**config.mk**
```make
export PLATFORM = sky130hd
export DESIGN_NAME = telemetry_frame_parser_unit
export DESIGN_NICKNAME = d
export VERILOG_FILES = /design/src/rtl/tfp_pkg.sv /design/src/rtl/telemetry_frame_parser_unit.sv /design/src/rtl/tfp_front.sv /design/src/rtl/tfp_tok_queue.sv /design/src/rtl/tfp_back.sv
export SDC_FILE = /design/constraint.sdc
export NUM_CORES = 1
export LEC_CHECK = 0
export ABC_AREA = 1
export BUFFER_PORTS_ARGS = -buffer_cell sky130_fd_sc_hd__buf_2
export CAP_MARGIN = 40
export CORE_UTILIZATION = 43
export DETAILED_ROUTE_END_ITERATION = 8
export PLACE_DENSITY = 0.68
export SLEW_MARGIN = 20
export SYNTH_ARGS = -nofsm -noshare
export SYNTH_HDL_FRONTEND = slang
export SYNTH_SLANG_ARGS = --single-unit
export TNS_END_PERCENT = 50
```
**constraint.sdc**
```tcl
create_clock -name clk -period 4 [get_ports clk]
set_clock_uncertainty 0.05 [all_clocks]
set_input_delay 0.2 -clock clk [delete_from_list [all_inputs] [get_ports clk]]
set_output_delay 0.2 -clock clk [all_outputs]
set_load 0.01 [all_outputs]
```
**src/rtl/tfp_pkg.sv**
```systemverilog
// ----------------------------------------------------------------------------
// tfp_pkg
// Shared types and constants for the telemetry frame parser.
// ----------------------------------------------------------------------------
package tfp_pkg;

  localparam logic [7:0] CH_START = 8'h3C;  // '<'
  localparam logic [7:0] CH_END   = 8'h3E;  // '>'
  localparam logic [7:0] CH_SEP   = 8'h2C;  // ','
  localparam logic [7:0] CH_SPACE = 8'h20;  // ' '
  localparam logic [7:0] CH_REQ   = 8'h32;  // '2'
  localparam logic [7:0] CH_DATA  = 8'h31;  // '1'
  localparam logic [7:0] CH_ZERO  = 8'h30;  // '0'
  localparam logic [7:0] CH_NINE  = 8'h39;  // '9'

  localparam int FRAME_LEN = 16;
  localparam int POS_W     = $clog2(FRAME_LEN);

  // byte positions inside a frame
  localparam logic [POS_W-1:0] POS_START = POS_W'(0);
  localparam logic [POS_W-1:0] POS_TYPE  = POS_W'(1);
  localparam logic [POS_W-1:0] POS_SEP0  = POS_W'(2);
  localparam logic [POS_W-1:0] POS_CHG0  = POS_W'(3);
  localparam logic [POS_W-1:0] POS_CHG1  = POS_W'(4);
  localparam logic [POS_W-1:0] POS_SEP1  = POS_W'(5);
  localparam logic [POS_W-1:0] POS_MIN0  = POS_W'(6);
  localparam logic [POS_W-1:0] POS_MIN1  = POS_W'(7);
  localparam logic [POS_W-1:0] POS_MIN2  = POS_W'(8);
  localparam logic [POS_W-1:0] POS_SEP2  = POS_W'(9);
  localparam logic [POS_W-1:0] POS_RPM0  = POS_W'(10);
  localparam logic [POS_W-1:0] POS_RPM1  = POS_W'(11);
  localparam logic [POS_W-1:0] POS_RPM2  = POS_W'(12);
  localparam logic [POS_W-1:0] POS_RPM3  = POS_W'(13);
  localparam logic [POS_W-1:0] POS_RPM4  = POS_W'(14);
  localparam logic [POS_W-1:0] POS_END   = POS_W'(15);

  localparam int TQ_DEPTH = 2;  // front-to-back token queue
  localparam int OQ_DEPTH = 2;  // result queue

  typedef enum logic [1:0] {
    EV_VALID = 2'd0,
    EV_TSREQ = 2'd1,
    EV_BAD   = 2'd2
  } event_kind_t;

  // one stored frame byte, classified by the front
  typedef struct packed {
    logic [POS_W-1:0] pos;
    logic [7:0]       data;
    logic             req_end;  // closes a "<2>" request
  } token_t;

  typedef struct packed {
    event_kind_t kind;
    logic [6:0]  charge_raw;
    logic [6:0]  charge_held;
    logic [9:0]  minutes_left;
    logic [16:0] engine_rpm;
  } result_t;

endpackage

```
**src/rtl/telemetry_frame_parser_unit.sv**
```systemverilog
// ----------------------------------------------------------------------------
// telemetry_frame_parser_unit
// Parses ASCII telemetry frames <1,dd,ddd,ddddd> and "<2>" requests.
// ----------------------------------------------------------------------------
// Usage:
//   Input side is a queue write port: a received word (in_rx_byte) is taken
//   on a rising edge with push high and full low. One word per cycle is
//   sustained while full stays low. Result side is a queue read port: while
//   empty is low the oldest result sits on out_*; it is taken with pop high.
//   A result appears after the last word of a frame ('>' at position 15, or
//   the '>' of "<2>"): the front classifies that word in its accept cycle
//   and writes the token queue, then the back takes the token and writes the
//   result queue, which sets empty low.
//   Throughput is one word per cycle while full is low, set by the single-step
//   front tracker and the back accumulators, each one decimal digit per word.
//   If the receiver stalls, up to two results wait in the result queue;
//   the back then holds, the two-entry token queue fills, and full rises.
//   Reset (rst_n low, synchronous) drops any partial frame, empties both
//   queues and clears the held charge to zero.
// ----------------------------------------------------------------------------
module telemetry_frame_parser_unit (
  input  logic        clk,
  input  logic        rst_n,
  input  logic        push,
  output logic        full,
  input  logic [7:0]  in_rx_byte,
  output logic        empty,
  input  logic        pop,
  output logic [1:0]  out_event_kind,
  output logic [6:0]  out_charge_raw,
  output logic [6:0]  out_charge_held,
  output logic [9:0]  out_minutes_left,
  output logic [16:0] out_engine_rpm
);
  import tfp_pkg::*;

  logic    accept;
  logic    tok_push, tq_empty, tok_pop;
  token_t  tok_in, tok_head;
  result_t res_head;

  assign accept = push && !full;

  // front: start/space handling and byte position
  tfp_front u_front (
    .clk      (clk),
    .rst_n    (rst_n),
    .accept   (accept),
    .rx_byte  (in_rx_byte),
    .tok_push (tok_push),
    .tok      (tok_in)
  );

  // decouples the tracker from result back-pressure
  tfp_tok_queue u_tq (
    .clk      (clk),
    .rst_n    (rst_n),
    .push     (tok_push),
    .push_tok (tok_in),
    .full     (full),
    .pop      (tok_pop),
    .empty    (tq_empty),
    .head     (tok_head)
  );

  // back: layout check, decimal fields, result queue
  tfp_back u_back (
    .clk       (clk),
    .rst_n     (rst_n),
    .tok_valid (!tq_empty),
    .tok       (tok_head),
    .tok_pop   (tok_pop),
    .res_empty (empty),
    .res_pop   (pop),
    .res_head  (res_head)
  );

  assign out_event_kind   = res_head.kind;
  assign out_charge_raw   = res_head.charge_raw;
  assign out_charge_held  = res_head.charge_held;
  assign out_minutes_left = res_head.minutes_left;
  assign out_engine_rpm   = res_head.engine_rpm;

endmodule

```
**src/rtl/tfp_front.sv**
```systemverilog
// ----------------------------------------------------------------------------
// tfp_front
// Frame tracking: start detection, space skipping, byte position.
// ----------------------------------------------------------------------------
module tfp_front (
  input  logic            clk,
  input  logic            rst_n,
  input  logic            accept,
  input  logic [7:0]      rx_byte,
  output logic            tok_push,
  output tfp_pkg::token_t tok
);
  import tfp_pkg::*;

  logic             in_frame_r, in_frame_nxt;
  logic [POS_W-1:0] count_r, count_nxt;
  logic             req_r, req_nxt;
  logic             is_start, stored;
  logic [POS_W-1:0] pos;

  assign is_start = (rx_byte == CH_START);
  assign pos      = is_start ? POS_START : count_r;
  assign stored   = is_start || (in_frame_r && (rx_byte != CH_SPACE));

  always_comb begin
    in_frame_nxt = in_frame_r;
    count_nxt    = count_r;
    req_nxt      = req_r;
    tok.pos      = pos;
    tok.data     = rx_byte;
    tok.req_end  = 1'b0;
    if (accept && stored) begin
      in_frame_nxt = 1'b1;
      count_nxt    = pos + POS_W'(1);
      if (pos == POS_TYPE) begin
        req_nxt = (rx_byte == CH_REQ);
      end
      if (pos == POS_SEP0 && req_r && rx_byte == CH_END) begin
        tok.req_end  = 1'b1;
        in_frame_nxt = 1'b0;
        count_nxt    = POS_START;
      end
      if (pos == POS_END) begin
        in_frame_nxt = 1'b0;
        count_nxt    = POS_START;
      end
    end
  end

  assign tok_push = accept && stored;

  always_ff @(posedge clk) begin
    if (!rst_n) begin
      in_frame_r <= 1'b0;
      count_r    <= POS_START;
      req_r      <= 1'b0;
    end else begin
      in_frame_r <= in_frame_nxt;
      count_r    <= count_nxt;
      req_r      <= req_nxt;
    end
  end

endmodule

```
**src/rtl/tfp_tok_queue.sv**
```systemverilog
// ----------------------------------------------------------------------------
// tfp_tok_queue
// Short token queue between front and back; a push and a pop can happen in the same cycle.
// ----------------------------------------------------------------------------
module tfp_tok_queue (
  input  logic            clk,
  input  logic            rst_n,
  input  logic            push,
  input  tfp_pkg::token_t push_tok,
  output logic            full,
  input  logic            pop,
  output logic            empty,
  output tfp_pkg::token_t head
);
  import tfp_pkg::*;

  localparam int PW = $clog2(TQ_DEPTH);
  localparam int CW = $clog2(TQ_DEPTH + 1);

  token_t         mem [TQ_DEPTH];
  logic [PW-1:0]  wr_r, rd_r;
  logic [CW-1:0]  cnt_r;
  logic           do_push, do_pop;

  assign full    = (cnt_r == CW'(TQ_DEPTH));
  assign empty   = (cnt_r == '0);
  assign do_push = push && !full;
  assign do_pop  = pop && !empty;
  assign head    = mem[rd_r];

  always_ff @(posedge clk) begin
    if (do_push) begin
      mem[wr_r] <= push_tok;
    end
  end

  always_ff @(posedge clk) begin
    if (!rst_n) begin
      wr_r  <= '0;
      rd_r  <= '0;
      cnt_r <= '0;
    end else begin
      if (do_push) begin
        wr_r <= (wr_r == PW'(TQ_DEPTH - 1)) ? '0 : wr_r + PW'(1);
      end
      if (do_pop) begin
        rd_r <= (rd_r == PW'(TQ_DEPTH - 1)) ? '0 : rd_r + PW'(1);
      end
      cnt_r <= cnt_r + CW'(do_push) - CW'(do_pop);
    end
  end

endmodule

```
**src/rtl/tfp_back.sv**
```systemverilog
// ----------------------------------------------------------------------------
// tfp_back
// Layout check, decimal accumulation, result build and result queue.
// ----------------------------------------------------------------------------
module tfp_back (
  input  logic             clk,
  input  logic             rst_n,
  input  logic             tok_valid,
  input  tfp_pkg::token_t  tok,
  output logic             tok_pop,
  output logic             res_empty,
  input  logic             res_pop,
  output tfp_pkg::result_t res_head
);
  import tfp_pkg::*;

  localparam int PW = $clog2(OQ_DEPTH);
  localparam int CW = $clog2(OQ_DEPTH + 1);

  logic        ok_r, ok_nxt;
  logic [6:0]  chg_r, chg_nxt;
  logic [9:0]  min_r, min_nxt;
  logic [16:0] rpm_r, rpm_nxt;
  logic [6:0]  last_r, last_nxt;

  result_t       mem [OQ_DEPTH];
  logic [PW-1:0] wr_r, rd_r;
  logic [CW-1:0] cnt_r;
  logic          oq_full, step, emit, do_pop;
  result_t       res;
  logic          is_dig;
  logic [3:0]    dig;
  logic          good;

  assign oq_full   = (cnt_r == CW'(OQ_DEPTH));
  assign res_empty = (cnt_r == '0);
  assign res_head  = mem[rd_r];
  assign step      = tok_valid && !oq_full;
  assign tok_pop   = step;
  assign do_pop    = res_pop && !res_empty;

  assign is_dig = (tok.data >= CH_ZERO) && (tok.data <= CH_NINE);
  assign dig    = tok.data[3:0];
  assign good   = ok_r && (tok.data == CH_END);

  always_comb begin
    ok_nxt   = ok_r;
    chg_nxt  = chg_r;
    min_nxt  = min_r;
    rpm_nxt  = rpm_r;
    last_nxt = last_r;
    emit     = 1'b0;
    res.kind         = EV_BAD;
    res.charge_raw   = '0;
    res.charge_held  = last_r;
    res.minutes_left = '0;
    res.engine_rpm   = '0;
    if (step) begin
      unique case (tok.pos) inside
        POS_START: begin
          ok_nxt  = 1'b1;
          chg_nxt = '0;
          min_nxt = '0;
          rpm_nxt = '0;
        end
        POS_TYPE: ok_nxt = ok_r && (tok.data == CH_DATA);
        POS_SEP0, POS_SEP1, POS_SEP2: begin
          ok_nxt = ok_r && (tok.data == CH_SEP);
          if (tok.req_end) begin
            emit     = 1'b1;
            res.kind = EV_TSREQ;
          end
        end
        POS_CHG0, POS_CHG1: begin
          ok_nxt  = ok_r && is_dig;
          chg_nxt = 7'(chg_r * 7'd10 + 7'(dig));
        end
        POS_MIN0, POS_MIN1, POS_MIN2: begin
          ok_nxt  = ok_r && is_dig;
          min_nxt = 10'(min_r * 10'd10 + 10'(dig));
        end
        POS_RPM0, POS_RPM1, POS_RPM2, POS_RPM3, POS_RPM4: begin
          ok_nxt  = ok_r && is_dig;
          rpm_nxt = 17'(rpm_r * 17'd10 + 17'(dig));
        end
        POS_END: begin
          emit = 1'b1;
          if (good) begin
            res.kind         = EV_VALID;
            res.charge_raw   = chg_r;
            res.minutes_left = min_r;
            res.engine_rpm   = rpm_r;
            if (chg_r != '0) begin
              res.charge_held = chg_r;
              last_nxt        = chg_r;
            end
          end
        end
        default: ;
      endcase
    end
  end

  always_ff @(posedge clk) begin
    ok_r  <= ok_nxt;
    chg_r <= chg_nxt;
    min_r <= min_nxt;
    rpm_r <= rpm_nxt;
    if (emit) begin
      mem[wr_r] <= res;
    end
  end

  always_ff @(posedge clk) begin
    if (!rst_n) begin
      last_r <= '0;
      wr_r   <= '0;
      rd_r   <= '0;
      cnt_r  <= '0;
    end else begin
      last_r <= last_nxt;
      if (emit) begin
        wr_r <= (wr_r == PW'(OQ_DEPTH - 1)) ? '0 : wr_r + PW'(1);
      end
      if (do_pop) begin
        rd_r <= (rd_r == PW'(OQ_DEPTH - 1)) ? '0 : rd_r + PW'(1);
      end
      cnt_r <= cnt_r + CW'(emit) - CW'(do_pop);
    end
  end

  // results only at the frame end or at a request close
  a_emit_pos: assert property (@(posedge clk) disable iff (!rst_n)
    emit |-> (tok.pos == POS_END) || tok.req_end)
    else $error("result emitted mid-frame");

  a_oq_bound: assert property (@(posedge clk) disable iff (!rst_n)
    cnt_r <= CW'(OQ_DEPTH))
    else $error("result queue overflow");

  a_held_nz: assert property (@(posedge clk) disable iff (!rst_n)
    (emit && res.kind == EV_VALID && res.charge_raw != '0)
      |=> last_r == $past(res.charge_raw))
    else $error("held charge not updated");

  a_no_push_full: assert property (@(posedge clk) disable iff (!rst_n)
    emit |-> !oq_full)
    else $error("result written into full queue");

endmodule
```
==> results_dict.tcl <==
set metrics [dict create \
    outcome "completed" \
    dpl.hpwl_um 12100 \
    post_cts_buffers 0 \
    nFillCells 1833 \
    yosys-top-cells-area "edfxtp_1, ha_1, nand2_1, inv_1, mux2_2" \
    rows 52 \
    tns_ps 0 \
    cpPeakStageDelay_ps 440 \
    finalNetCount 1041 \
    ys_seq_area_share_pct 53.5 \
    cp_max_fo 14 \
    coreArea_mm2 0.0205 \
    die_w_um 148 \
    syn_area_mm2 0.00912 \
    cp.required_ps 4150 \
    clk_latency_ps 440 \
    rsz0062_at_grt "false" \
    cts.clk_slew.worst_paths_ps 70 \
    netlist_instances 891 \
    ys_types 36 \
    via_count 6081 \
    worstHoldPathType "primary input to register" \
    syn_nets 965 \
    grt_usage_pct 16.4 \
    antenna_found_initial 0 \
    post-route-util_pct 50.7 \
    path_common_cell "nand2_1" \
    power_leakage_nw 4.45 \
    period_share_pct 77.8 \
    crit_path_start_kind "register" \
    antenna_left 0 \
    maxCapViolations 0 \
    setup-violations-final 0 \
    dr.first_iter.drc_count 352 \
    top_level_ports 57 \
    num_antenna_cells 0 \
    die_y_um 148 \
    synth.largest_area_cell "edfxtp_1" \
    root_buffer "clkbuf_16" \
    start_util_pct 44.5 \
    wirelength_um 16600 \
    dr.pass1.iters 4 \
    wl_per_cell_um 13.3 \
    power_density_mw_per_mm2 567 \
    crit_arrival_ps 3260 \
    slowest_stage "dfxtp_1" \
    drive_above_1_share_pct 19.2 \
    worstSetupEndpointType "register" \
    synth_area_per_cell_um2 10.2 \
    gp_congestion 0.832 \
    finalMaxSlewViolations 0 \
    viasPerCell 4.86 \
    grt_pass1_wl_um 27900 \
    cts_sinks 170 \
    h-tree-depth 4 \
    path_buf_inv 4 \
    crit_chain "inv_2, or2_0, o21ai_0, inv_1, ha_1, inv_1, fa_1, inv_1, nand2_1, nand2_1, nand2_1, nor2_1, nand3_1, nor2_1, nand2_1, nor2_1, nand3_1, nand2_1, nor2_1" \
    hold_violations 0 \
    irDropWorstVdd_mv 0.430 \
    clk_path_buf_depth 2 \
    cts_buffers 17 \
    dp_cells 1210 \
    worstMarginPinSlew_ps 709 \
    die_area_mm2 0.0218 \
    ys_warn_count 0 \
    grt_pass1_vias 5869 \
    fmax_mhz 321 \
    grt_max_degree 29 \
    grt_overflow 0 \
    fin_cells 1250 \
    fin_hold_ws_ps 37.5 \
    crit_type "register to register" \
    synth_seq_cells 170 \
    area_growth_pct 13.9 \
    slew_headroom_pct 52.7 \
    yosysTopAreaCellShare_pct 48.4 \
    cp_top_family "simple AND/OR/NAND/NOR gates" \
    fin_crit_ps 3110 \
    io_buffer_count 56 \
    cts_tree "done" \
    drc 0 \
]
## path summary, 6_finish.rpt
kind                                  start          endpoint  slack, ps  depth (start not counted)
worst min register to register  u_back.rd_r          register        390                          1
worst max-delay path               register  u_back.rpm_r[15]        890                         19
worst max register to register     register  u_back.rpm_r[15]        890                         19
worst min-delay path                  rst_n   u_back.cnt_r[0]         40                          3
## layout by cell type, fill, tap and decap left out, types with 6 or more instances in the layout
| cell | Yosys | final |
|---|---|---|
| nand4_1 | 14 | 14 |
| a21oi_1 | 45 | 45 |
| xor2_1 | 12 | 12 |
| xnor2_1 | 7 | 7 |
| inv_2 | 7 | 7 |
| nor3_1 | 6 | 6 |
| ha_1 | 56 | 56 |
| fa_1 | 6 | 6 |
| dlygate4sd3_1 | 0 | 8 |
| clkbuf_16 | 0 | 17 |
| nand3_1 | 40 | 40 |
| nand2_1 | 174 | 174 |
| buf_2 | 1 | 56 |
| mux2_2 | 43 | 43 |
| nor2_4 | 23 | 25 |
| dfxtp_1 | 23 | 22 |
| nand2_2 | 11 | 11 |
| buf_4 | 1 | 6 |
| inv_1 | 136 | 136 |
| o21ai_0 | 34 | 34 |
| edfxtp_1 | 147 | 147 |
| nor2_1 | 73 | 71 |
## flip-flops by register name (all words and copies together) (netlist names), 2 cells and up, named ones only
| name | cells |
|---|---|
| u_back.mem | 86 |
| u_tq.mem | 26 |
| u_back.rpm_r | 17 |
| u_back.min_r | 10 |
| u_back.chg_r | 7 |
| u_back.last_r | 7 |
| u_front.count_r | 4 |
| u_back.cnt_r | 2 |
| u_tq.cnt_r | 2 |
## cells by family after synthesis
family	share of synthesized area, %
flops	53.5
compound gates	4.75
buf+inv	7.12
mux	5.31
fa+ha+maj	9.00
simple gates	18.5
xor+xnor	1.83
## repair_timing
item	4_1_cts	5_1_grt
gates resized for setup	0	0
hold buffers	8	0
endpoints found under the hold margin	16	0
## power breakdown
part	switching [mW]	total, mW	internal (mW)
clock	0.716	1.65	0.933
combinational	1.25	1.95	0.697
sequential	0.130	2.28	2.15
## Yosys cell counts
library cell,count
a21oi_1,45
a31oi_1,1
buf_12,2
buf_2,1
buf_4,1
buf_6,3
clkbuf_1,7
dfxtp_1,23
edfxtp_1,147
fa_1,6
ha_1,56
inv_1,136
inv_2,7
mux2_2,43
nand2_1,174
nand2_2,11
nand2_4,1
nand3_1,40
nand3_2,1
nand3b_1,3
nand4_1,14
nand4_2,1
nor2_1,73
nor2_2,3
nor2_4,23
nor3_1,6
nor3_2,1
nor4_1,2
o21ai_0,34
o21ai_1,2
o22ai_2,1
o2bb2ai_1,1
or2_0,2
or2_1,1
xnor2_1,7
xor2_1,12
## per-layer routing
layer / track usage (%) / part of all wire (%)
met1: 21.3 / 47
met2: 26.7 / 47
met3: 3.43 / 4.4
met4: 6.39 / 1.8
met5: 0 / 0
## final cells by class
cell class / instances / area, µm² / area share [%]
Clock buffer: 17 / 425 / 4.10
Sequential cell: 170 / 4880 / 47.0
Tap cell: 270 / 338 / 3.25
Inverter: 143 / 537 / 5.17
Clock inverter: 15 / 164 / 1.58
Timing Repair Buffer: 71 / 425 / 4.10
Multi-Input combinational cell: 564 / 3620 / 34.8
## worst reg2reg max path, stage by stage, from the launching register on
cell	delay, ps
dfxtp_1	440
inv_2	220
or2_0	130
o21ai_0	120
inv_1	190
ha_1	190
inv_1	50
fa_1	350
inv_1	90
nand2_1	50
nand2_1	70
nand2_1	50
nor2_1	150
nand3_1	130
nor2_1	150
nand2_1	100
nor2_1	140
nand3_1	80
nand2_1	70
nor2_1	60
## metrics by stage
stage	power [mW]	instance area, µm²	setup WS (ps)
after floorplan	3.81	9120	443
after global placement	4.23	9710	973
final	5.88	10400	889
after global routing	6.30	10400	374
after detailed placement	4.28	9710	907
after CTS	5.94	10400	887
(Power assumes the default switching activity.)
